--- src/hw/rtl/block_map_sync_tracker_defines.svh ---
`ifndef BLOCK_MAP_SYNC_TRACKER_DEFINES_SVH
`define BLOCK_MAP_SYNC_TRACKER_DEFINES_SVH

// same-cycle implication, checked while out of reset
`define BMST_ASSERT_IMP(lbl, ante, cons, msg) \
    lbl: assert property (@(posedge i_clk) disable iff (!i_rst_n) (ante) |-> (cons)) \
        else $error(msg);

// next-cycle implication, checked while out of reset
`define BMST_ASSERT_NXT(lbl, ante, cons, msg) \
    lbl: assert property (@(posedge i_clk) disable iff (!i_rst_n) (ante) |=> (cons)) \
        else $error(msg);

`endif

--- src/hw/rtl/bmst_pkg.sv ---
`default_nettype none
package bmst_pkg;

    typedef enum logic [2:0] {
        ST_OK     = 3'd0,
        ST_REJECT = 3'd1,
        ST_RESET  = 3'd2,
        ST_REQ    = 3'd3,
        ST_SKIP   = 3'd4
    } t_status;

    typedef enum logic [1:0] {
        ACT_WINDOW = 2'd0,
        ACT_SEQ    = 2'd1,
        ACT_HEADER = 2'd2,
        ACT_DATA   = 2'd3
    } t_action;

    localparam logic CFG_OWN_TYPE = 1'b0;
    localparam logic CFG_FILL     = 1'b1;

    typedef enum logic [2:0] {
        K_NOP,
        K_CLEAR,
        K_CMP,
        K_WRSEQ,
        K_UNPACK
    } t_kind;

    typedef enum logic [2:0] {
        BS_IDLE,
        BS_CLEAR,
        BS_CMP_RD,
        BS_CMP_CHK,
        BS_WSEQ,
        BS_UNPACK,
        BS_EMIT
    } t_bstate;

    // widths sized for the largest map the parameters allow; modules use low bits
    typedef struct packed {
        t_kind             kind;
        t_status           status;
        logic signed [7:0] rx;
        logic signed [7:0] ry;
        logic              last;
        logic [15:0]       seq;
        logic [13:0]       blk_addr;
        logic [25:0]       cell_addr;
        logic [5:0]        col;
        logic [3:0]        ncell;
        logic [3:0]        bpc;
        logic [7:0]        pbyte;
        logic [7:0]        fill;
    } t_op;

endpackage
`default_nettype wire

--- src/hw/rtl/bmst_queue.sv ---
`default_nettype none
module bmst_queue (
    input  wire logic          i_clk,
    input  wire logic          i_rst_n,
    input  wire logic          i_push,
    input  wire bmst_pkg::t_op i_data,
    output logic               o_full,
    input  wire logic          i_pop,
    output bmst_pkg::t_op      o_data,
    output logic               o_empty
);
    import bmst_pkg::*;

    t_op        r_mem [2];
    logic       r_wp, r_rp;
    logic [1:0] r_cnt;
    logic       n_wp, n_rp;
    logic [1:0] n_cnt;

    always_comb begin
        n_wp  = i_push ? ~r_wp : r_wp;
        n_rp  = i_pop ? ~r_rp : r_rp;
        n_cnt = r_cnt + 2'(i_push) - 2'(i_pop);
    end

    always_ff @(posedge i_clk) begin
        if (!i_rst_n) begin
            r_wp  <= 1'b0;
            r_rp  <= 1'b0;
            r_cnt <= 2'd0;
        end else begin
            r_wp  <= n_wp;
            r_rp  <= n_rp;
            r_cnt <= n_cnt;
        end
        if (i_push) begin
            r_mem[r_wp] <= i_data;
        end
    end

    assign o_full  = (r_cnt == 2'd2);
    assign o_empty = (r_cnt == 2'd0);
    assign o_data  = r_mem[r_rp];
endmodule
`default_nettype wire

--- config.mk ---
export PLATFORM = sky130hd
export DESIGN_NAME = bmst_queue
export DESIGN_NICKNAME = d
export VERILOG_FILES = /design/src/hw/rtl/block_map_sync_tracker_defines.svh /design/src/hw/rtl/bmst_pkg.sv /design/src/hw/rtl/bmst_queue.sv
export SDC_FILE = /design/constraint.sdc
export NUM_CORES = 1
export LEC_CHECK = 0
export ABC_AREA = 1
export CORE_MARGIN = 1.5
export CORE_UTILIZATION = 57
export CTS_CLUSTER_DIAMETER = 80
export DETAILED_ROUTE_END_ITERATION = 10
export DONT_BUFFER_PORTS = 1
export GPL_TIMING_DRIVEN = 0
export PLACE_DENSITY = 0.81
export SLEW_MARGIN = 25
export SYNTH_ARGS = -nofsm -noshare
export SYNTH_HDL_FRONTEND = slang
export SYNTH_SLANG_ARGS = --single-unit
--- constraint.sdc ---
create_clock -name i_clk -period 19 [get_ports i_clk]
set_clock_uncertainty 0.15 [all_clocks]
set_input_delay 4.75 -clock i_clk [delete_from_list [all_inputs] [get_ports i_clk]]
set_output_delay 4.75 -clock i_clk [all_outputs]
set_load 0.05 [all_outputs]
Word-level counts from Yosys, hierarchy flattened --
Memory sizes are Yosys's and may differ from the RTL's. A register that Yosys moved wholly into a read port is not among the register bits. Cells that the tools add are included.
Storage, ports and cells: output and inout bits 111, word-level logic and storage cells 14, bits in registers 4, memories kept 1, input port bits 113, bits in writable memories 218
Memory list:
- r_mem | depth 2, bits a word 109, read ports 1, clocked after memory_dff 1, write ports 1, line bmst_queue.sv:14 | t_op r_mem [2];
Operators by class: multiplexer cells 4, reduce and logical (&&, ||, !) cells 1, add/subtract/negate cells 2, bitwise gates (word level) 2, eq/ne operators 1
Operators with widths (count):
- 1-bit two-way mux | 4
- 2-bit by 1-bit adder with 2-bit output | 1
- 2-bit == test (second input constant) | 1
- 2-bit logical NOT | 1
- 1-bit NOT | 2
- 2-bit by 1-bit subtractor with 2-bit output | 1

Depth between registers and ports, before layout --
Gate-level depths: netlist of the first run.
depth in word-level cells 3, mapped depth 9, depth with buffers taken out 9

Worst setup path before layout of the first run --
No wires, ideal clock.
path kind input -> register, start input i_push, end memory r_mem[0][0] in the netlist's numbering, enable pin, library setup time 581 ps, stages 2, arrival 9351 ps, required time 18269 ps, setup slack 8918 ps, buffers on the path 0, cells stage by stage inv_1 nor2_1
Between the ends: cells in the longest elaborated chain, start to end 2
Ends and longest elaborated chain:
- start, declared | line bmst_queue.sv:5 | input wire logic i_push,
- 1-bit two-way mux | line bmst_queue.sv:36 | if (i_push) begin
- 1-bit two-way mux (not written as such) | line bmst_queue.sv:37 | r_mem[r_wp] <= i_data;
- end, declared | line bmst_queue.sv:14
No other way between the ends.

==> reports/qor.json, run 1 <==
{
  "routabilityCongestion": 0.6914,
  "grt_util_all_layers_pct": 16.95,
  "ir_drop_mv": 0.07311,
  "final_setup_violating_endpoints": 0,
  "post_synth.cell_area_avg_sq_um": 21.82,
  "leakage_nw": 3.096,
  "arrival_time_worst_endpoint_ns": 1.76,
  "diodes": 0,
  "ctsRootBufferMaster": "sky130_fd_sc_hd__clkbuf_16",
  "pre_cts_slack_ns": 12.75,
  "synthesis.nets": 487,
  "drt_first_pass_iters": 4,
  "run_status": "finished clean",
  "hold-path-cell-count": 2,
  "floorplan_core_area_sq_um": 13880,
  "worst_setup_path_start_kind": "register",
  "routed_via_density": 5.612,
  "maxCapViolCount": 0,
  "wl_per_cell_um": 22.00,
  "routed_wl_um": 13160,
  "yosys_warnings": 0,
  "num-nets-final": 517,
  "final_core_utilization_pct": 66.23,
  "clkSlewWorstSetupHoldPaths_ns": 0.06,
  "max-clock-path-buffers": 3,
  "start_util_pct": 58.46,
  "detailed_place_hpwl_um": 9014,
  "timing.fmax_ghz": 0.1502,
  "die-area_sq_um": 14960,
  "required_time_of_the_critical_path_ns": 14.10,
  "num_vias": 3356,
  "drive_above_1_share_pct": 38.28,
  "count_of_cell_types_in_the_netlist": 12,
  "tritoncts_num_sinks": 223,
  "die_w_um": 122.3,
  "grt_pass1_wl_um": 18990,
  "hold_viol": 0,
  "rr_worst_depth": 4,
  "cts_hold_buffers": 0,
  "n_fill_cell": 915,
  "postLayoutSetupSlackWorst_ns": 12.34,
  "finalCriticalPeriod_ns": 6.656,
  "die_y_um": 122.3,
  "finalHoldWorstSlack_ns": 0.3715,
  "rows": 43,
  "rrSetupSlack_ns": 17.19,
  "critical_path.max_fanout": 10,
  "io-pin-count": 224,
  "io_buffer_count": 0,
  "synth_sequential_area_ratio_pct": 81.90,
  "max_slew_margin_pct": 38.45,
  "cts.repair_timing.setup_buffer_count": 0,
  "rsz_0062_raised_after_global_routing": "no",
  "drc_errors": 0,
  "h-tree-depth": 1,
  "grt_max_degree": 74,
  "areaGrowthSynthToFinish_pct": 13.27,
  "overall_power_w": 0.001115,
  "tritoncts.num_buffers": 22,
  "post_cts_resize_count": 0,
  "critPathKind": "register to output pin",
  "grt.overflow.total": 0,
  "post_synth_inst_count": 372,
  "timing.final.crit_share_pct": 35.03,
  "grt_antenna_before_repair": 0,
  "source_to_sink_clock_delay_at_the_later_pin_of_the_worst_skew_pair_ns": 0.48,
  "hold_path_class": "register to register",
  "final.setup.tns_ns": 0,
  "syn-cell-area_sq_um": 8115,
  "worst_setup_path_end_kind": "output pin",
  "drtAntennaViolNets": 0,
  "worstMarginPinSlew_ns": 0.9198,
  "detail_route.iter0.violations": 245,
  "synth_seq_cells": 223,
  "tritoncts": "done",
  "power-per-cell-area_nw_per_um2": 121.3,
  "timing_max_transition_violations_final": 0,
  "first_global_vias": 3531
}
synthesized netlist by cell type (all sizes together):
cell | count | share of area (%)
ha | 2 | 0.31
mux2 | 109 | 16
nand2 | 8 | 0.37
nor2 | 9 | 0.42
inv | 7 | 0.32
buf | 12 | 0.97
nand3 | 1 | 0.062
a21oi | 1 | 0.062
edfxtp | 218 | 81
dfxtp | 5 | 1.2
cells by family (layout without fill, tap and decap cells):
logic type | Yosys count | count (layout) | synth area share [%]
AOI/OAI and AO/OA | 1 | 1 | 0.06161
adders and majority gates | 2 | 2 | 0.3083
buffers and inverters | 19 | 65 | 1.295
DFF | 223 | 223 | 81.90
muxes | 109 | 109 | 15.59
and+or+nand+nor | 18 | 18 | 0.8479
cell usage in the layout (no fill, tap or decap), drive strengths merged:
cell type and n:
ha 2, clkinv 8, mux2 109, bufinv 1, nand3 1, clkbuf 31, buf 18, dfxtp 5
nand2 8, nor2 9, a21oi 1, inv 7, edfxtp 218
critical path: stages (launching register included):
cell,delay [ns]
sky130_fd_sc_hd__dfxtp_1,0.32
sky130_fd_sc_hd__buf_6,0.15
sky130_fd_sc_hd__buf_2,0.28
sky130_fd_sc_hd__mux2_2,0.52
stage by stage:
stage / area [sq um] / std cells
finish: 9193 / 598
global route: 9193 / 598
CTS: 9193 / 598
detailed placement: 8518 / 558
global placement: 8341 / 552
floorplan: 8115 / 372
report_power, final:
part           total, W  switching, W  internal (W)
logic          0.000142      0.000111     0.0000318
registers      0.000576    0.00000621      0.000570
clock network  0.000397      0.000161      0.000236
final timing paths:
check	from	to
setup reg to reg	r_wp	r_mem[0][62]
setup / recovery	register	o_data[35]
hold / removal	r_rp	r_rp
hold reg to reg	r_rp	r_rp
sequential cells by signal, summed over array words and instances, names as in the netlist, named ones only:
name	cells
r_cnt	2
r_mem	218
r_rp	1
r_wp	1
layer usage:
| layer | GRT usage, % | wire, um | share of wire [%] | vias to the layer above |
|---|---|---|---|---|
| met5 | 0 | 0 | 0 | - |
| met4 | 7.195 | 490 | 3.7 | 0 |
| met3 | 7.435 | 1428 | 11 | 35 |
| met2 | 29.57 | 6916 | 53 | 156 |
| met1 | 17.82 | 4321 | 33 | 1649 |
| li1 | - | - | - | 1516 |
area by class of cell:
type	count	area [sq um]	share of cell area, %
flip-flops and latches	223	6646	72.30
multi-input cells	130	1371	14.92
plain buffers	12	78.83	0.8575
clock inverters	9	68.82	0.7486
repair buffers	6	165.2	1.797
well taps	180	225.2	2.450
clock buffers	31	605.6	6.588
inverters	7	31.28	0.3403
Note: power is estimated with default switching activity, not from simulation.
==> run 2: changes to the inputs <==
--- a/config.mk
+++ b/config.mk
@@ -5,14 +5,14 @@
 export SDC_FILE = /design/constraint.sdc
 export NUM_CORES = 1
 export LEC_CHECK = 0
-export ABC_AREA = 1
+export ABC_AREA = 0
 export CORE_MARGIN = 1.5
-export CORE_UTILIZATION = 57
+export CORE_UTILIZATION = 56
 export CTS_CLUSTER_DIAMETER = 80
 export DETAILED_ROUTE_END_ITERATION = 10
 export DONT_BUFFER_PORTS = 1
 export GPL_TIMING_DRIVEN = 0
-export PLACE_DENSITY = 0.81
+export PLACE_DENSITY = 0.83
 export SLEW_MARGIN = 25
 export SYNTH_ARGS = -nofsm -noshare
 export SYNTH_HDL_FRONTEND = slang
==> constraint.sdc (replaced) <==
create_clock -name i_clk -period 5.4 [get_ports i_clk]
set_clock_uncertainty 0.15 [all_clocks]
set_input_delay 1.35 -clock i_clk [delete_from_list [all_inputs] [get_ports i_clk]]
set_output_delay 1.35 -clock i_clk [all_outputs]
set_load 0.05 [all_outputs]
==> run 2 against run 1 <==
Against the previous run:
- first-iteration DRC count shrank 31%
- routed wire length grew 2.6%
- register-to-register slack lost 14 ns
- non-clock buffer count grew 1
- die area grew 1.7%
- worst setup slack lost 10 ns
- worst hold slack gained 0.072 ns
- combinational power grew to 4.0 times the previous value
- sequential share of layout area grew 0.33 points
- power grew to 3.5 times the previous value
- design area shrank 0.45%
- synthesized cell count shrank 3.2%
- highest routed layer unchanged
==> reports/qor.json, run 2 <==
{
  "routed_via_density": 5.712,
  "post_cts_resize_count": 0,
  "layout_commonest_cell": "sky130_fd_sc_hd__edfxtp_1",
  "hold_path_end": "r_rp",
  "rr_worst_depth": 4,
  "die_w_um": 123.4,
  "io-pin-count": 224,
  "largest_reg_flops": 218,
  "grt_pass1_wl_um": 19120,
  "worst_setup_path_start_kind": "register",
  "grt_max_degree": 50,
  "netlist_top_cells_area": "sky130_fd_sc_hd__edfxtp_1, sky130_fd_sc_hd__mux2_2, sky130_fd_sc_hd__mux2_4",
  "final_core_utilization_pct": 65.42,
  "drtAntennaViolNets": 0,
  "highest_layer": "met4",
  "required_time_of_the_critical_path_ns": 3.90,
  "detail_route.iter0.violations": 168,
  "rrSetupSlack_ns": 3.69,
  "async_flop_share_pct": 0,
  "count_of_cell_types_in_the_netlist": 14,
  "max_slew_margin_pct": 32.63,
  "clkSlewWorstSetupHoldPaths_ns": 0.06,
  "rsz_0062_raised_after_global_routing": "no",
  "finalCriticalPeriod_ns": 3.278,
  "regToRegStartpoint": "r_wp",
  "num-nets-final": 505,
  "syn-cell-area_sq_um": 8115,
  "routed_wl_um": 13500,
  "synth_simple_gate_area_share_pct": 0.6630,
  "critPathKind": "register to output pin",
  "ir_drop_mv": 0.3242,
  "tritoncts_num_sinks": 223,
  "max-clock-path-buffers": 3,
  "arrival_time_worst_endpoint_ns": 1.78,
  "floorplan_core_area_sq_um": 13990,
  "num_vias": 3330,
  "hold-path-cell-count": 2,
  "pre_cts_slack_ns": 2.602,
  "multi_input_comb_area_sq_um": 1393,
  "routabilityCongestion": 0.7107,
  "synth_sequential_area_ratio_pct": 81.90,
  "maxCapViolCount": 0,
  "grt.overflow.total": 0,
  "xor_xnor_cell_area_share_of_the_yosys_netlist_pct": 0.3854,
  "tritoncts.num_buffers": 21,
  "final_setup_violating_endpoints": 0,
  "cts_hold_buffers": 0,
  "detailed_place_hpwl_um": 9401,
  "worstMarginPinSlew_ns": 1.008,
  "post_synth_inst_count": 360,
  "postLayoutSetupSlackWorst_ns": 2.122,
  "hold_path_class": "register to register",
  "h-tree-depth": 1,
  "areaGrowthSynthToFinish_pct": 12.77,
  "leakage_nw": 3.049,
  "crit_chain": "buf_6, buf_2, mux2_2",
  "grt_util_all_layers_pct": 17.02,
  "synthesis.nets": 475,
  "n_fill_cell": 898,
  "first_global_vias": 3555,
  "timing.fmax_ghz": 0.3051,
  "ctsRootBufferMaster": "sky130_fd_sc_hd__clkbuf_16",
  "largest_family_of_logic_cells_by_synthesized_area": "multiplexers",
  "critical_path.max_fanout": 10,
  "hold_viol": 0,
  "die_y_um": 123.4,
  "rows": 43,
  "seqCellArea_sq_um": 6646,
  "wl_per_cell_um": 23.15,
  "timing.final.crit_share_pct": 60.70,
  "drt_first_pass_iters": 4,
  "cpMaxStageDelayCell": "sky130_fd_sc_hd__mux2_2",
  "muxShareOfSynthArea_pct": 15.59,
  "yosys.area_share.adder_pct": 0.3084,
  "route.layer.met1.wl_um": 4541,
  "regMostFlops": "r_mem",
  "worst_setup_path_end_kind": "output pin",
  "synth_top_area_share_pct": 80.67,
  "regToRegEndpoint": "r_mem[0][98]",
  "synth_compound_gate_area_share_pct": 0.09251,
  "run_status": "finished clean",
  "die-area_sq_um": 15220,
  "synth_edf_count": 218,
  "netlist_top_cells_count": "sky130_fd_sc_hd__edfxtp_1, sky130_fd_sc_hd__mux2_2, sky130_fd_sc_hd__mux2_4",
  "synth_top_area_cell": "sky130_fd_sc_hd__edfxtp_1",
  "diodes": 0,
  "source_to_sink_clock_delay_at_the_later_pin_of_the_worst_skew_pair_ns": 0.48,
  "power-per-cell-area_nw_per_um2": 427.9,
  "drive_above_1_share_pct": 38.46,
  "grt_antenna_before_repair": 0,
  "layout.cells.most_common_list": "sky130_fd_sc_hd__edfxtp_1, sky130_fd_sc_hd__mux2_2, sky130_fd_sc_hd__clkbuf_16, sky130_fd_sc_hd__mux2_4, sky130_fd_sc_hd__buf_2",
  "cp_slowest_stage_delay_ns": 0.52,
  "cell_with_the_most_instances_after_synthesis": "sky130_fd_sc_hd__edfxtp_1",
  "route.met2.wl_um": 6913,
  "cts.repair_timing.setup_buffer_count": 0,
  "post_synth.cell_area_avg_sq_um": 22.54,
  "synth_seq_cells": 223,
  "io_buffer_count": 0,
  "drc_errors": 0,
  "start_util_pct": 58.01,
  "min_from": "r_rp",
  "timing_max_transition_violations_final": 0,
  "yosys_warnings": 0,
  "yosys_most_used_dff": "sky130_fd_sc_hd__edfxtp_1",
  "reg.largest.list": "r_mem x218, r_cnt x2",
  "routed-wl-met3_um": 1630,
  "tritoncts": "done"
}
==> run 2: cell types whose count changed in the layout (fill, tap and decap cells not counted), sizes merged, moves of 2 or more <==
cell	previous run	this run
nand2	8	0
nor2	9	1
clkbuf	31	24
and2	0	4
inv	7	3
nor2b	0	4
clkinv	8	10
==> run 2: cell type report <==
class | count | share of cell area (%)
well taps | 180 | 2.461
multi-input cells | 123 | 15.22
plain buffers | 12 | 0.8614
clock inverters | 12 | 0.8614
flip-flops and latches | 223 | 72.63
repair buffers | 7 | 2.024
inverters | 2 | 0.08203
clock buffers | 24 | 5.865
==> run 2: logic make-up after synthesis <==
group,after synthesis
AOI/OAI and AO/OA,1
xor gates and xnor gates,2
adders and majority gates,2
buffers and inverters,14
DFF,223
muxes,109
and+or+nand+nor,9
==> run 2: power breakdown <==
part | switching (W) | total, W | internal, W | leakage (nW)
clock | 0.000561 | 0.00132 | 0.000756 | 0.301
sequential | 0.0000230 | 0.00202 | 0.00200 | 2.09
combinational | 0.000438 | 0.000574 | 0.000136 | 0.660
==> run 2: worst max-delay path by stage <==
stage / endpoint / cells past startpoint / slack, ns
4_1_cts: o_data[17] / 3 / 2.08
2_1_floorplan: r_mem[0][0] / 1 / 0.60
3_5_place_dp: o_data[17] / 3 / 2.60
6_report: o_data[17] / 3 / 2.12
3_3_place_gp: r_mem[0][99] / 1 / -0.64
5_1_grt: o_data[17] / 3 / 2.04
==> run 2: metrics by stage <==
stage | total power [W] | instance area, sq um | hold WS (ns) | cells | setup TNS (ns)
6_report | 0.003916 | 9151 | 0.4431 | 583 | 0
5_1_grt | 0.004038 | 9151 | 0.4726 | 583 | 0
4_1_cts | 0.003957 | 9151 | 0.4481 | 583 | 0
3_5_place_dp | 0.002641 | 8536 | 0.4346 | 547 | 0
3_3_place_gp | 0.002619 | 8343 | 0.4164 | 540 | -88.53
2_1_floorplan | 0.002568 | 8118 | 0.4046 | 360 | 0
==> run 2: per-layer routing <==
metal | vias up | GRT usage (%)
met4 | 0 | 6.250
met2 | 176 | 29.41
li1 | 1484 | -
met1 | 1640 | 18.44
met5 | - | 0.3472
met3 | 30 | 7.657
==> run 2: worst max-delay path, delay by kind of cell, from the launching register on <==
family | cells | cell delay [ns]
buffers and inverters | 2 | 0.45
DFF | 1 | 0.32
muxes | 1 | 0.52
