===== config.mk =====
export PLATFORM = sky130hd
export DESIGN_NAME = bmst_front_flat
export DESIGN_NICKNAME = d
export VERILOG_FILES = /design/src/hw/rtl/block_map_sync_tracker_defines.svh /design/src/hw/rtl/bmst_pkg.sv /design/src/hw/rtl/bmst_if.sv /design/src/hw/rtl/bmst_front.sv /design/src/flat_wrapper.sv
export SDC_FILE = /design/constraint.sdc
export NUM_CORES = 1
export LEC_CHECK = 0
export ABC_AREA = 1
export BUFFER_PORTS_ARGS = -buffer_cell sky130_fd_sc_hd__buf_2
export CORE_ASPECT_RATIO = 0.6
export CORE_MARGIN = 3
export CORE_UTILIZATION = 35
export DETAILED_ROUTE_END_ITERATION = 12
export SYNTH_ARGS = -nofsm -noshare
export SYNTH_HDL_FRONTEND = slang
export SYNTH_SLANG_ARGS = --single-unit

===== constraint.sdc =====
create_clock -name i_clk -period 5.5 [get_ports i_clk]
set_clock_uncertainty 0.15 [all_clocks]
set_input_delay 0.55 -clock i_clk [delete_from_list [all_inputs] [get_ports i_clk]]
set_output_delay 0.55 -clock i_clk [all_outputs]
set_load 0.01 [all_outputs]

===== src/hw/rtl/block_map_sync_tracker_defines.svh =====
`ifndef BLOCK_MAP_SYNC_TRACKER_DEFINES_SVH
`define BLOCK_MAP_SYNC_TRACKER_DEFINES_SVH

// same-cycle implication, checked while out of reset
`define BMST_ASSERT_IMP(lbl, ante, cons, msg) \
    lbl: assert property (@(posedge i_clk) disable iff (!i_rst_n) (ante) |-> (cons)) \
        else $error(msg);

// next-cycle implication, checked while out of reset
`define BMST_ASSERT_NXT(lbl, ante, cons, msg) \
    lbl: assert property (@(posedge i_clk) disable iff (!i_rst_n) (ante) |=> (cons)) \
        else $error(msg);

`endif


===== src/hw/rtl/bmst_pkg.sv =====
`default_nettype none
package bmst_pkg;

    typedef enum logic [2:0] {
        ST_OK     = 3'd0,
        ST_REJECT = 3'd1,
        ST_RESET  = 3'd2,
        ST_REQ    = 3'd3,
        ST_SKIP   = 3'd4
    } t_status;

    typedef enum logic [1:0] {
        ACT_WINDOW = 2'd0,
        ACT_SEQ    = 2'd1,
        ACT_HEADER = 2'd2,
        ACT_DATA   = 2'd3
    } t_action;

    localparam logic CFG_OWN_TYPE = 1'b0;
    localparam logic CFG_FILL     = 1'b1;

    typedef enum logic [2:0] {
        K_NOP,
        K_CLEAR,
        K_CMP,
        K_WRSEQ,
        K_UNPACK
    } t_kind;

    typedef enum logic [2:0] {
        BS_IDLE,
        BS_CLEAR,
        BS_CMP_RD,
        BS_CMP_CHK,
        BS_WSEQ,
        BS_UNPACK,
        BS_EMIT
    } t_bstate;

    // widths sized for the largest map the parameters allow; modules use low bits
    typedef struct packed {
        t_kind             kind;
        t_status           status;
        logic signed [7:0] rx;
        logic signed [7:0] ry;
        logic              last;
        logic [15:0]       seq;
        logic [13:0]       blk_addr;
        logic [25:0]       cell_addr;
        logic [5:0]        col;
        logic [3:0]        ncell;
        logic [3:0]        bpc;
        logic [7:0]        pbyte;
        logic [7:0]        fill;
    } t_op;

endpackage
`default_nettype wire


===== src/hw/rtl/bmst_if.sv =====
`default_nettype none
interface bmst_in_if;
    logic              valid;
    logic              ready;
    logic [1:0]        action;
    logic signed [7:0] item_map_type;
    logic signed [7:0] win_x_first;
    logic signed [7:0] win_x_stop;
    logic signed [7:0] win_y_first;
    logic signed [7:0] win_y_stop;
    logic [15:0]       seq_value;
    logic signed [7:0] blk_x;
    logic signed [7:0] blk_y;
    logic [7:0]        packed_byte;
    logic [3:0]        bits_per_cell;

    modport source (output valid, action, item_map_type, win_x_first, win_x_stop,
                    win_y_first, win_y_stop, seq_value, blk_x, blk_y, packed_byte,
                    bits_per_cell, input ready);
    modport sink (input valid, action, item_map_type, win_x_first, win_x_stop,
                  win_y_first, win_y_stop, seq_value, blk_x, blk_y, packed_byte,
                  bits_per_cell, output ready);
endinterface

`default_nettype wire


===== src/hw/rtl/bmst_front.sv =====
`default_nettype none
module bmst_front #(
    parameter int BLOCK_SIZE = 16,
    parameter int BLOCKS_X   = 32,
    parameter int BLOCKS_Y   = 32
) (
    input  wire logic       i_clk,
    input  wire logic       i_rst_n,
    bmst_in_if.sink         i_in,
    input  wire logic       i_cfg_we,
    input  wire logic       i_cfg_idx,
    input  wire logic [7:0] i_cfg_data,
    input  wire logic       i_q_full,
    input  wire logic       i_init,
    output logic            o_push,
    output bmst_pkg::t_op   o_op
);
    import bmst_pkg::*;

    localparam int MAP_W = BLOCKS_X * BLOCK_SIZE;
    localparam int CPB   = BLOCK_SIZE * BLOCK_SIZE;
    localparam int XW    = $clog2(BLOCKS_X + 1);
    localparam int YW    = $clog2(BLOCKS_Y + 1);
    localparam int CURW  = $clog2(CPB + 1);
    localparam int COLW  = $clog2(BLOCK_SIZE);
    localparam int CAW   = $clog2(BLOCKS_X * BLOCKS_Y * CPB);
    localparam int BAW   = $clog2(BLOCKS_X * BLOCKS_Y);
    localparam logic signed [9:0] HXS = 10'(BLOCKS_X / 2);
    localparam logic signed [9:0] HYS = 10'(BLOCKS_Y / 2);
    localparam logic signed [9:0] BXS = 10'(BLOCKS_X);
    localparam logic signed [9:0] BYS = 10'(BLOCKS_Y);

    function automatic logic signed [9:0] sx(input logic [7:0] v);
        return {{2{v[7]}}, v};
    endfunction

    logic signed [7:0] r_own;
    logic [7:0]        r_fill;
    logic [XW-1:0]     r_u0, r_u1, r_cu;
    logic [YW-1:0]     r_v0, r_v1, r_cv;
    logic              r_wv;
    logic              r_ua;
    logic [CURW-1:0]   r_cur;
    logic [COLW-1:0]   r_col;
    logic [CAW-1:0]    r_addr;
    logic [3:0]        r_bpc;

    logic [XW-1:0]   n_u0, n_u1, n_cu;
    logic [YW-1:0]   n_v0, n_v1, n_cv;
    logic            n_wv, n_ua;
    logic [CURW-1:0] n_cur;
    logic [COLW-1:0] n_col;
    logic [CAW-1:0]  n_addr;
    logic [3:0]      n_bpc;

    logic signed [9:0] u0, u1, v0, v1, hu, hv;
    logic signed [9:0] hu0, hu1, hv0, hv1;
    logic              type_ok, win_bad, map_rst, cmp_ok, hdr_ok, bpc_ok;
    logic [1:0]        sh;
    logic [3:0]        nfull, ncell;
    logic [CURW-1:0]   rem;
    logic [COLW:0]     c2;
    logic              dlast;
    logic              acc;
    t_op               op;

    assign acc      = i_in.valid && i_in.ready;
    assign i_in.ready = !i_q_full && !i_init;

    always_comb begin
        type_ok = (i_in.item_map_type == r_own);
        hu0 = $signed(10'(r_u0));
        hu1 = $signed(10'(r_u1));
        hv0 = $signed(10'(r_v0));
        hv1 = $signed(10'(r_v1));
        u0 = sx(i_in.win_x_first) + HXS;
        u1 = sx(i_in.win_x_stop) + HXS;
        v0 = sx(i_in.win_y_first) + HYS;
        v1 = sx(i_in.win_y_stop) + HYS;
        win_bad = (u0 < 10'sd0) || (u0 > u1) || (u1 > BXS) ||
                  (v0 < 10'sd0) || (v0 > v1) || (v1 > BYS);
        map_rst = (u0 > hu0) || (v0 > hv0) || (u1 < hu1) || (v1 < hv1);
        cmp_ok  = r_wv && type_ok && (r_u0 < r_u1) && (r_cv < r_v1);
        hu = sx(i_in.blk_x) + HXS;
        hv = sx(i_in.blk_y) + HYS;
        bpc_ok = (i_in.bits_per_cell == 4'd1) || (i_in.bits_per_cell == 4'd2) ||
                 (i_in.bits_per_cell == 4'd4) || (i_in.bits_per_cell == 4'd8);
        hdr_ok = type_ok && r_wv && bpc_ok &&
                 (hu >= hu0) && (hu < hu1) && (hv >= hv0) && (hv < hv1);

        unique case (r_bpc)
            4'd1:    sh = 2'd0;
            4'd2:    sh = 2'd1;
            4'd4:    sh = 2'd2;
            default: sh = 2'd3;
        endcase
        nfull = 4'd8 >> sh;
        rem   = CURW'(CPB) - r_cur;
        ncell = (rem < CURW'(nfull)) ? rem[3:0] : nfull;
        dlast = (r_cur + CURW'(ncell)) == CURW'(CPB);
        c2    = (COLW+1)'(r_col) + (COLW+1)'(ncell);

        n_u0 = r_u0; n_u1 = r_u1; n_v0 = r_v0; n_v1 = r_v1;
        n_cu = r_cu; n_cv = r_cv; n_wv = r_wv; n_ua = r_ua;
        n_cur = r_cur; n_col = r_col; n_addr = r_addr; n_bpc = r_bpc;

        op        = '0;
        op.kind   = K_NOP;
        op.status = ST_REJECT;
        op.fill   = r_fill;

        unique case (t_action'(i_in.action))
            ACT_WINDOW: begin
                if (win_bad) begin
                    n_wv = 1'b0;
                end else begin
                    n_u0 = XW'(u0); n_u1 = XW'(u1);
                    n_v0 = YW'(v0); n_v1 = YW'(v1);
                    n_cu = XW'(u0); n_cv = YW'(v0);
                    n_wv = type_ok;
                    if (map_rst) begin
                        op.kind = K_CLEAR;
                    end
                    if (type_ok) begin
                        op.status = map_rst ? ST_RESET : ST_OK;
                    end
                end
            end
            ACT_SEQ: begin
                if (cmp_ok) begin
                    op.kind     = K_CMP;
                    op.seq      = i_in.seq_value;
                    op.blk_addr = 14'(BAW'(BAW'(r_cv) * BLOCKS_X + BAW'(r_cu)));
                    op.rx       = 8'($signed(10'(r_cu)) - HXS);
                    op.ry       = 8'($signed(10'(r_cv)) - HYS);
                    op.last     = (r_cu + XW'(1) == r_u1) && (r_cv + YW'(1) == r_v1);
                    if (r_cu + XW'(1) == r_u1) begin
                        n_cu = r_u0;
                        n_cv = r_cv + YW'(1);
                    end else begin
                        n_cu = r_cu + XW'(1);
                    end
                end
            end
            ACT_HEADER: begin
                if (hdr_ok) begin
                    op.kind     = K_WRSEQ;
                    op.status   = ST_OK;
                    op.seq      = i_in.seq_value;
                    op.blk_addr = 14'(BAW'(BAW'(hv[YW-1:0]) * BLOCKS_X
                                           + BAW'(hu[XW-1:0])));
                    n_ua   = 1'b1;
                    n_cur  = '0;
                    n_col  = '0;
                    n_bpc  = i_in.bits_per_cell;
                    n_addr = CAW'(CAW'(hv[YW-1:0]) * (BLOCK_SIZE * MAP_W)
                                  + CAW'(hu[XW-1:0]) * BLOCK_SIZE);
                end
            end
            default: begin
                if (r_ua) begin
                    op.kind      = K_UNPACK;
                    op.status    = ST_OK;
                    op.last      = dlast;
                    op.cell_addr = 26'(r_addr);
                    op.col       = 6'(r_col);
                    op.ncell     = ncell;
                    op.bpc       = r_bpc;
                    op.pbyte     = i_in.packed_byte;
                    if (dlast) begin
                        n_ua  = 1'b0;
                        n_cur = '0;
                    end else begin
                        n_cur = r_cur + CURW'(ncell);
                        if (c2 >= (COLW+1)'(BLOCK_SIZE)) begin
                            n_col  = COLW'(c2 - (COLW+1)'(BLOCK_SIZE));
                            n_addr = r_addr + CAW'(ncell) + CAW'(MAP_W - BLOCK_SIZE);
                        end else begin
                            n_col  = COLW'(c2);
                            n_addr = r_addr + CAW'(ncell);
                        end
                    end
                end
            end
        endcase
    end

    assign o_push = acc;
    assign o_op   = op;

    always_ff @(posedge i_clk) begin
        if (!i_rst_n) begin
            r_own  <= '0;
            r_fill <= '0;
            r_u0   <= XW'(BLOCKS_X / 2);
            r_u1   <= XW'(BLOCKS_X / 2);
            r_v0   <= YW'(BLOCKS_Y / 2);
            r_v1   <= YW'(BLOCKS_Y / 2);
            r_cu   <= '0;
            r_cv   <= '0;
            r_wv   <= 1'b0;
            r_ua   <= 1'b0;
            r_cur  <= '0;
            r_col  <= '0;
            r_addr <= '0;
            r_bpc  <= 4'd1;
        end else begin
            if (i_cfg_we) begin
                if (i_cfg_idx == CFG_OWN_TYPE) begin
                    r_own <= i_cfg_data;
                end else begin
                    r_fill <= i_cfg_data;
                end
            end
            if (acc) begin
                r_u0 <= n_u0; r_u1 <= n_u1; r_v0 <= n_v0; r_v1 <= n_v1;
                r_cu <= n_cu; r_cv <= n_cv; r_wv <= n_wv; r_ua <= n_ua;
                r_cur <= n_cur; r_col <= n_col; r_addr <= n_addr; r_bpc <= n_bpc;
            end
        end
    end
endmodule
`default_nettype wire


===== src/flat_wrapper.sv =====
// flat-port wrapper written by rule: the top's interface ports become plain ports
module bmst_front_flat import bmst_pkg::*;
#(
    parameter int BLOCK_SIZE = 16,
    parameter int BLOCKS_X   = 32,
    parameter int BLOCKS_Y   = 32
)
  (i_clk, i_rst_n, i_cfg_we, i_cfg_idx, i_cfg_data, i_q_full, i_init, o_push, o_op, i_in_valid, i_in_action, i_in_item_map_type, i_in_win_x_first, i_in_win_x_stop, i_in_win_y_first, i_in_win_y_stop, i_in_seq_value, i_in_blk_x, i_in_blk_y, i_in_packed_byte, i_in_bits_per_cell, i_in_ready);
  bmst_in_if i_in_i ();
  input  wire logic i_clk;
  input  wire logic i_rst_n;
  input  wire logic i_cfg_we;
  input  wire logic i_cfg_idx;
  input  wire logic [7:0] i_cfg_data;
  input  wire logic i_q_full;
  input  wire logic i_init;
  output logic o_push;
  output bmst_pkg::t_op o_op;
  input wire logic [$bits(i_in_i.valid)-1:0] i_in_valid;
  input wire logic [$bits(i_in_i.action)-1:0] i_in_action;
  input wire logic [$bits(i_in_i.item_map_type)-1:0] i_in_item_map_type;
  input wire logic [$bits(i_in_i.win_x_first)-1:0] i_in_win_x_first;
  input wire logic [$bits(i_in_i.win_x_stop)-1:0] i_in_win_x_stop;
  input wire logic [$bits(i_in_i.win_y_first)-1:0] i_in_win_y_first;
  input wire logic [$bits(i_in_i.win_y_stop)-1:0] i_in_win_y_stop;
  input wire logic [$bits(i_in_i.seq_value)-1:0] i_in_seq_value;
  input wire logic [$bits(i_in_i.blk_x)-1:0] i_in_blk_x;
  input wire logic [$bits(i_in_i.blk_y)-1:0] i_in_blk_y;
  input wire logic [$bits(i_in_i.packed_byte)-1:0] i_in_packed_byte;
  input wire logic [$bits(i_in_i.bits_per_cell)-1:0] i_in_bits_per_cell;
  output wire logic [$bits(i_in_i.ready)-1:0] i_in_ready;
  assign i_in_i.valid = i_in_valid;
  assign i_in_i.action = i_in_action;
  assign i_in_i.item_map_type = i_in_item_map_type;
  assign i_in_i.win_x_first = i_in_win_x_first;
  assign i_in_i.win_x_stop = i_in_win_x_stop;
  assign i_in_i.win_y_first = i_in_win_y_first;
  assign i_in_i.win_y_stop = i_in_win_y_stop;
  assign i_in_i.seq_value = i_in_seq_value;
  assign i_in_i.blk_x = i_in_blk_x;
  assign i_in_i.blk_y = i_in_blk_y;
  assign i_in_i.packed_byte = i_in_packed_byte;
  assign i_in_i.bits_per_cell = i_in_bits_per_cell;
  assign i_in_ready = i_in_i.ready;
  bmst_front #(.BLOCK_SIZE(BLOCK_SIZE), .BLOCKS_X(BLOCKS_X), .BLOCKS_Y(BLOCKS_Y)) u_core (.i_clk(i_clk), .i_rst_n(i_rst_n), .i_in(i_in_i), .i_cfg_we(i_cfg_we), .i_cfg_idx(i_cfg_idx), .i_cfg_data(i_cfg_data), .i_q_full(i_q_full), .i_init(i_init), .o_push(o_push), .o_op(o_op));
endmodule

== Yosys cells after proc, flatten, opt, wreduce, memory -nomap -nowiden ==
Index checks and enable logic that the tools add are counted.
Storage, ports and cells
  bits in latches: 0
  input bits: 101
  flip-flop bits (word level): 89
  RAM bits: 0
  output and inout bits: 111
  memory bits (read-only): 0
  logic and storage cells: 159
  memories kept: 0
Operators by class
  $add $sub $neg: 19
  multipliers: 0
  reduce and logical (&&, ||, !) cells: 40
  divide/modulo/power cells: 0
  $lt $le $gt $ge: 18
  shift-type cells: 1
  muxes and demuxes: 46
  equality and inequality tests: 18
  bitwise logic cells: 3
Operators by type and width (count)
  18-bit two-way mux: 4
  30-bit case mux with 2 select lines: 1
  8-bit by 6-bit adder with 9-bit output, second input constant: 6
  48-bit two-way mux: 1
  6-bit two-way mux: 8
  47-bit two-way mux: 1
  40-bit two-way mux: 1
  18-bit case mux with 2 select lines: 1
  10-bit by 7-bit < comparator with 1-bit output: 3
  30-bit two-way mux: 1
  9-bit two-way mux: 3
  6-bit case mux with 2 select lines: 2
  10-bit by 6-bit adder with 10-bit output: 2
  10-bit greater-than comparator: 2
  10-bit by 7-bit greater-than comparator with 1-bit output: 2
  10-bit by 7-bit greater-than comparator with 1-bit output, second input constant: 2
  10-bit by 1-bit < comparator with 1-bit output, second input constant: 2
  4-bit two-way mux: 5
  18-bit by 10-bit adder with 18-bit output: 1
  18-bit by 4-bit adder with 18-bit output: 1
  18-bit by 9-bit adder with 18-bit output, second input constant: 1
  3-bit case mux with 3 select lines: 2
  9-bit case mux with 2 select lines: 1
  16-bit two-way mux: 1
  other kinds (43): 91

== Logic depth before layout (Yosys ltp) ==
  word-level depth: 11
  depth in mapped cells: 30
  gate-level depth less buffers: 30

== Worst setup path after synthesis ==
OpenSTA, ideal clock, no wires.
  path kind: reg2reg
  start: reg u_core.r_cur[1]
  end: reg u_core.r_addr[8]
  clock period less this slack: 4001 ps
  buffers on the path: 0
  path slack: 1499 ps
  arrival: 3733 ps
  stages on the path, launching flop included: 27
  setup time: 118 ps
  required time: 5232 ps
  path through: dfxtp_1 > inv_1 > ha_1 > xnor2_1 > ha_1 > a21oi_1 > o211ai_1 > nor2_1 > nand2_1 > inv_1 > nand2_1 > o21ai_0 > inv_1 > ha_1 > fa_1 > nand3_1 > nand2_1 > nand2_1 > nand2_2 > ha_1 > nand3_1 > inv_1 > nand3_1 > xor2_1 > nor2_1 > nor3_1 > nor2_1
Between the ends
  cells in the longest elaborated chain, start to end: 9
  elaborated cells between the ends (all ways): 15
  those cells by class: add/sub (5); order compare (2); eq/ne (2); mux (5); reduce/logical (1)
Ends and longest elaborated chain
  from (decl): line bmst_front.sv:43  | logic [CURW-1:0] r_cur;
  from (signal assigned): line bmst_front.sv:218  | r_cur <= n_cur; r_col <= n_col; r_addr <= n_addr; r_bpc <= n_bpc;
  9-bit subtractor: line bmst_front.sv:98  | rem = CURW'(CPB) - r_cur;
  9-bit by 4-bit < comparator with 1-bit output: line bmst_front.sv:99  | ncell = (rem < CURW'(nfull)) ? rem[3:0] : nfull;
  4-bit two-way mux: line bmst_front.sv:99
  18-bit by 4-bit adder with 18-bit output or 4-bit by 4-bit adder with 5-bit output (tied branches): line bmst_front.sv:177, bmst_front.sv:180, bmst_front.sv:101
  18-bit by 9-bit adder with 18-bit output or 5-bit greater-or-equal comparator (tied branches): line bmst_front.sv:177, bmst_front.sv:175
  18-bit two-way mux: line bmst_front.sv:175  | if (c2 >= (COLW+1)'(BLOCK_SIZE)) begin
  18-bit two-way mux: line bmst_front.sv:170  | if (dlast) begin
  18-bit two-way mux: line bmst_front.sv:161  | if (r_ua) begin
  18-bit case mux with 2 select lines: line bmst_front.sv:112  | unique case (t_action'(i_in.action))
  to (signal assigned): line bmst_front.sv:218
  to (decl): line bmst_front.sv:45  | logic [CAW-1:0] r_addr;
Several ways; a longest one is shown, not always the timed one. The select of a mux whose other input is x is not followed.
A chain may end at the register's enable or synchronous reset.

==> qor.csv <==
metric,value,unit
ANT cells,0,
yosys warns,0,
crit share post-route,91.8,%
post-layout instance area,0.0107,mm2
vias in the first global route,9268,
DP Worst Slack,0.636,ns
CP max FO,6,
slew margin rel.,49.3,%
Chip Width,216,um
sequential area share after synthesis,19.2,%
RSZ-0062 raised after global routing,false,
post-synthesis cell area,0.00926,mm2
global-route wire length before repair,50500,um
fmax,198,MHz
total power per unit cell area,153,mW/mm2
Clk pwr share,37.7,%
Clock Sinks,89,
Max Cap Violations,0,
Synth Instances,1504,
DRC viols,0,
detailed placer's ending HPWL,25700,um
Post-synth EDFFs,0,
worst hold path class,input pin to flip-flop,
Post-CTS Hold Buffers,0,
Pins Over Slew Limit,0,
largest net degree at the start of global routing,59,
Synth Area per Inst,6.16,um2
GRT Overall Usage,22.1,%
cts bufs inserted,9,
initial antenna violation count,0,
post_cts resized,0,
CTS tree,done,
clk root buf,clkbuf_16,
arrival time worst endpoint,4.35,ns
Vias/cell,4.92,
status,"finished, final reports clean",
"commonest cells after routing, fill and taps aside","348 x nand2_1, 224 x inv_1, 199 x nor2_1, 196 x buf_2, 118 x a21oi_1",
Worst-Margin Slew,0.761,ns
# H-tree levels,3,
nets,1895,
Initial Util,36.1,%
GR Overflow Total,0,
Clock transition at path regs,0.07,ns
Post-synth top flop,dfxtp_1,
Power Internal,1.12,mW
routability cong.,0.918,
"most common cell after layout, fill and taps aside",nand2_1,
P_sw,533,uW
Async SR Flop Fraction,0,%
Detail Route Antenna Nets,0,
via count,10000,
wire per inst,15.5,um
Worst-Skew Late Latency,0.37,ns
clock buffer depth,2,
synthesized flop and latch total,89,
Std-Cell Rows,45,
Pleak,5.66,nW
Hold Worst Slack,0.267,ns
"Data required, critical path",4.80,ns
Sequential Power Share,40.3,%
DIE AREA,0.0285,mm2
Setup CP Type,flip-flop to primary output,
combinational fraction of design power,22.0,%
setup tns final,0,ns
CORE AREA,0.0256,mm2
"Cell Area, Placed",0.0105,mm2
setup repair bufs after CTS,0,
Syn-to-layout area delta,16.1,%
Iter 0 DRT Violations,805,
die height,132,um
switch share,32.3,%
"Hold Violations, Final",0,
Yosys cell types,52,
layout cells sized above 1,16.0,%
Setup crit end kind,primary output,
maximum vdd drop,0.111,mV
Startpoint Class,flip-flop,
final WL,31600,um
Buffers on Ports,196,
# IOs,212,
Final setup viols,0,
Final WS setup,0.453,ns
drt pass-1 iters,6,
"Min Clock Period, post-route",5.05,ns
==> worst max-delay path: stages (launching register included) <==
cell and delay [ns]:
dfxtp_1 0.39, inv_1 0.11, ha_1 0.22, xnor2_1 0.22, ha_1 0.28, a21oi_1 0.14, o211ai_1 0.11, nor2_1 0.12
nand2_1 0.09, inv_1 0.13, nand2_1 0.06, o21ai_0 0.11, inv_1 0.13, ha_1 0.25, fa_1 0.41, nand3_1 0.12
nand2_2 0.09, nand2_1 0.07, nand2_1 0.05, nand2_1 0.08, nand2_1 0.05, nor2_1 0.15, nand3_1 0.15, o22ai_2 0.26
buf_2 0.18
==> power groups by stage <==
stage / combinational, mW / sequential, mW / clock (mW)
floorplan: 0.228 / 0.679 / 0
global placement: 0.349 / 0.679 / 0
detailed placement: 0.355 / 0.679 / 0
CTS: 0.357 / 0.664 / 0.641
global route: 0.410 / 0.666 / 0.664
finish: 0.362 / 0.665 / 0.622
==> cell usage after synthesis (18+ instances only) <==
cell / count / share of area, %
clkbuf_1: 18 / 0.73
inv_1: 224 / 9.1
nand4_1: 29 / 2.0
nand3_1: 90 / 4.9
xor2_1: 27 / 2.6
ha_1: 112 / 15
a21oi_1: 118 / 6.4
nand2_1: 348 / 14
dfxtp_1: 89 / 19
buf_4: 22 / 1.8
o21ai_0: 86 / 4.6
nor2_1: 199 / 8.1
==> through the flow <==
| step | utilization, % | total power, mW | instances |
|---|---|---|---|
| floorplan | - | 0.906 | 1518 |
| global placement | 40.8 | 1.03 | 2020 |
| detailed placement | 40.8 | 1.03 | 2020 |
| CTS | 41.9 | 1.66 | 2036 |
| global route | 41.9 | 1.74 | 2036 |
| finish | 41.9 | 1.65 | 2036 |
==> final cells by class <==
type | instances | area, um2
Sequential cell | 89 | 1780
Inverter | 230 | 863
Multi-Input combinational cell | 1144 | 6330
Fill cell | 2790 | 14900
Tap cell | 352 | 440
Clock buffer | 14 | 264
Clock inverter | 2 | 12.5
Timing Repair Buffer | 205 | 1050
==> sequential cells by signal, summed over array words and instances (netlist names) <==
name / cells
u_core.r_fill: 8
u_core.r_ua: 1
u_core.r_cu: 6
u_core.r_bpc: 4
u_core.r_u0: 6
u_core.r_v0: 6
u_core.r_addr: 18
u_core.r_u1: 6
u_core.r_v1: 6
u_core.r_col: 4
u_core.r_cur: 9
u_core.r_wv: 1
u_core.r_own: 8
u_core.r_cv: 6
==> logic make-up after synthesis <==
group / after synthesis / share of synthesized area, %
adder cells (fa/ha/maj): 115 / 15.8
AND/OR/NAND/NOR: 731 / 34.1
AO/OA/AOI/OAI: 237 / 13.4
buffers and inverters: 285 / 13.0
XOR/XNOR: 46 / 4.51
other: 1 / 0.0405
flip-flops: 89 / 19.2
==> per-layer routing <==
metal  up-vias  share of wire (%)  track usage (%)
met3        24                9.0             6.06
met2       365                 38             30.6
met4         0               0.94             3.13
li1       5135                  -                -
met5         -                  0                0
met1      4486                 52             34.4
==> final timing paths <==
kind | slack, ns | start | cells past startpoint | end
setup reg to reg | 0.68 | u_core.r_cur[1] | 24 | u_core.r_addr[2]
hold reg to reg | 0.33 | u_core.r_own[4] | 2 | u_core.r_own[4]
setup / recovery | 0.45 | u_core.r_cur[1] | 24 | o_op[86]
hold / removal | 0.27 | i_cfg_data[0] | 3 | u_core.r_own[0]
Note: power is estimated with default switching activity, not from simulation.
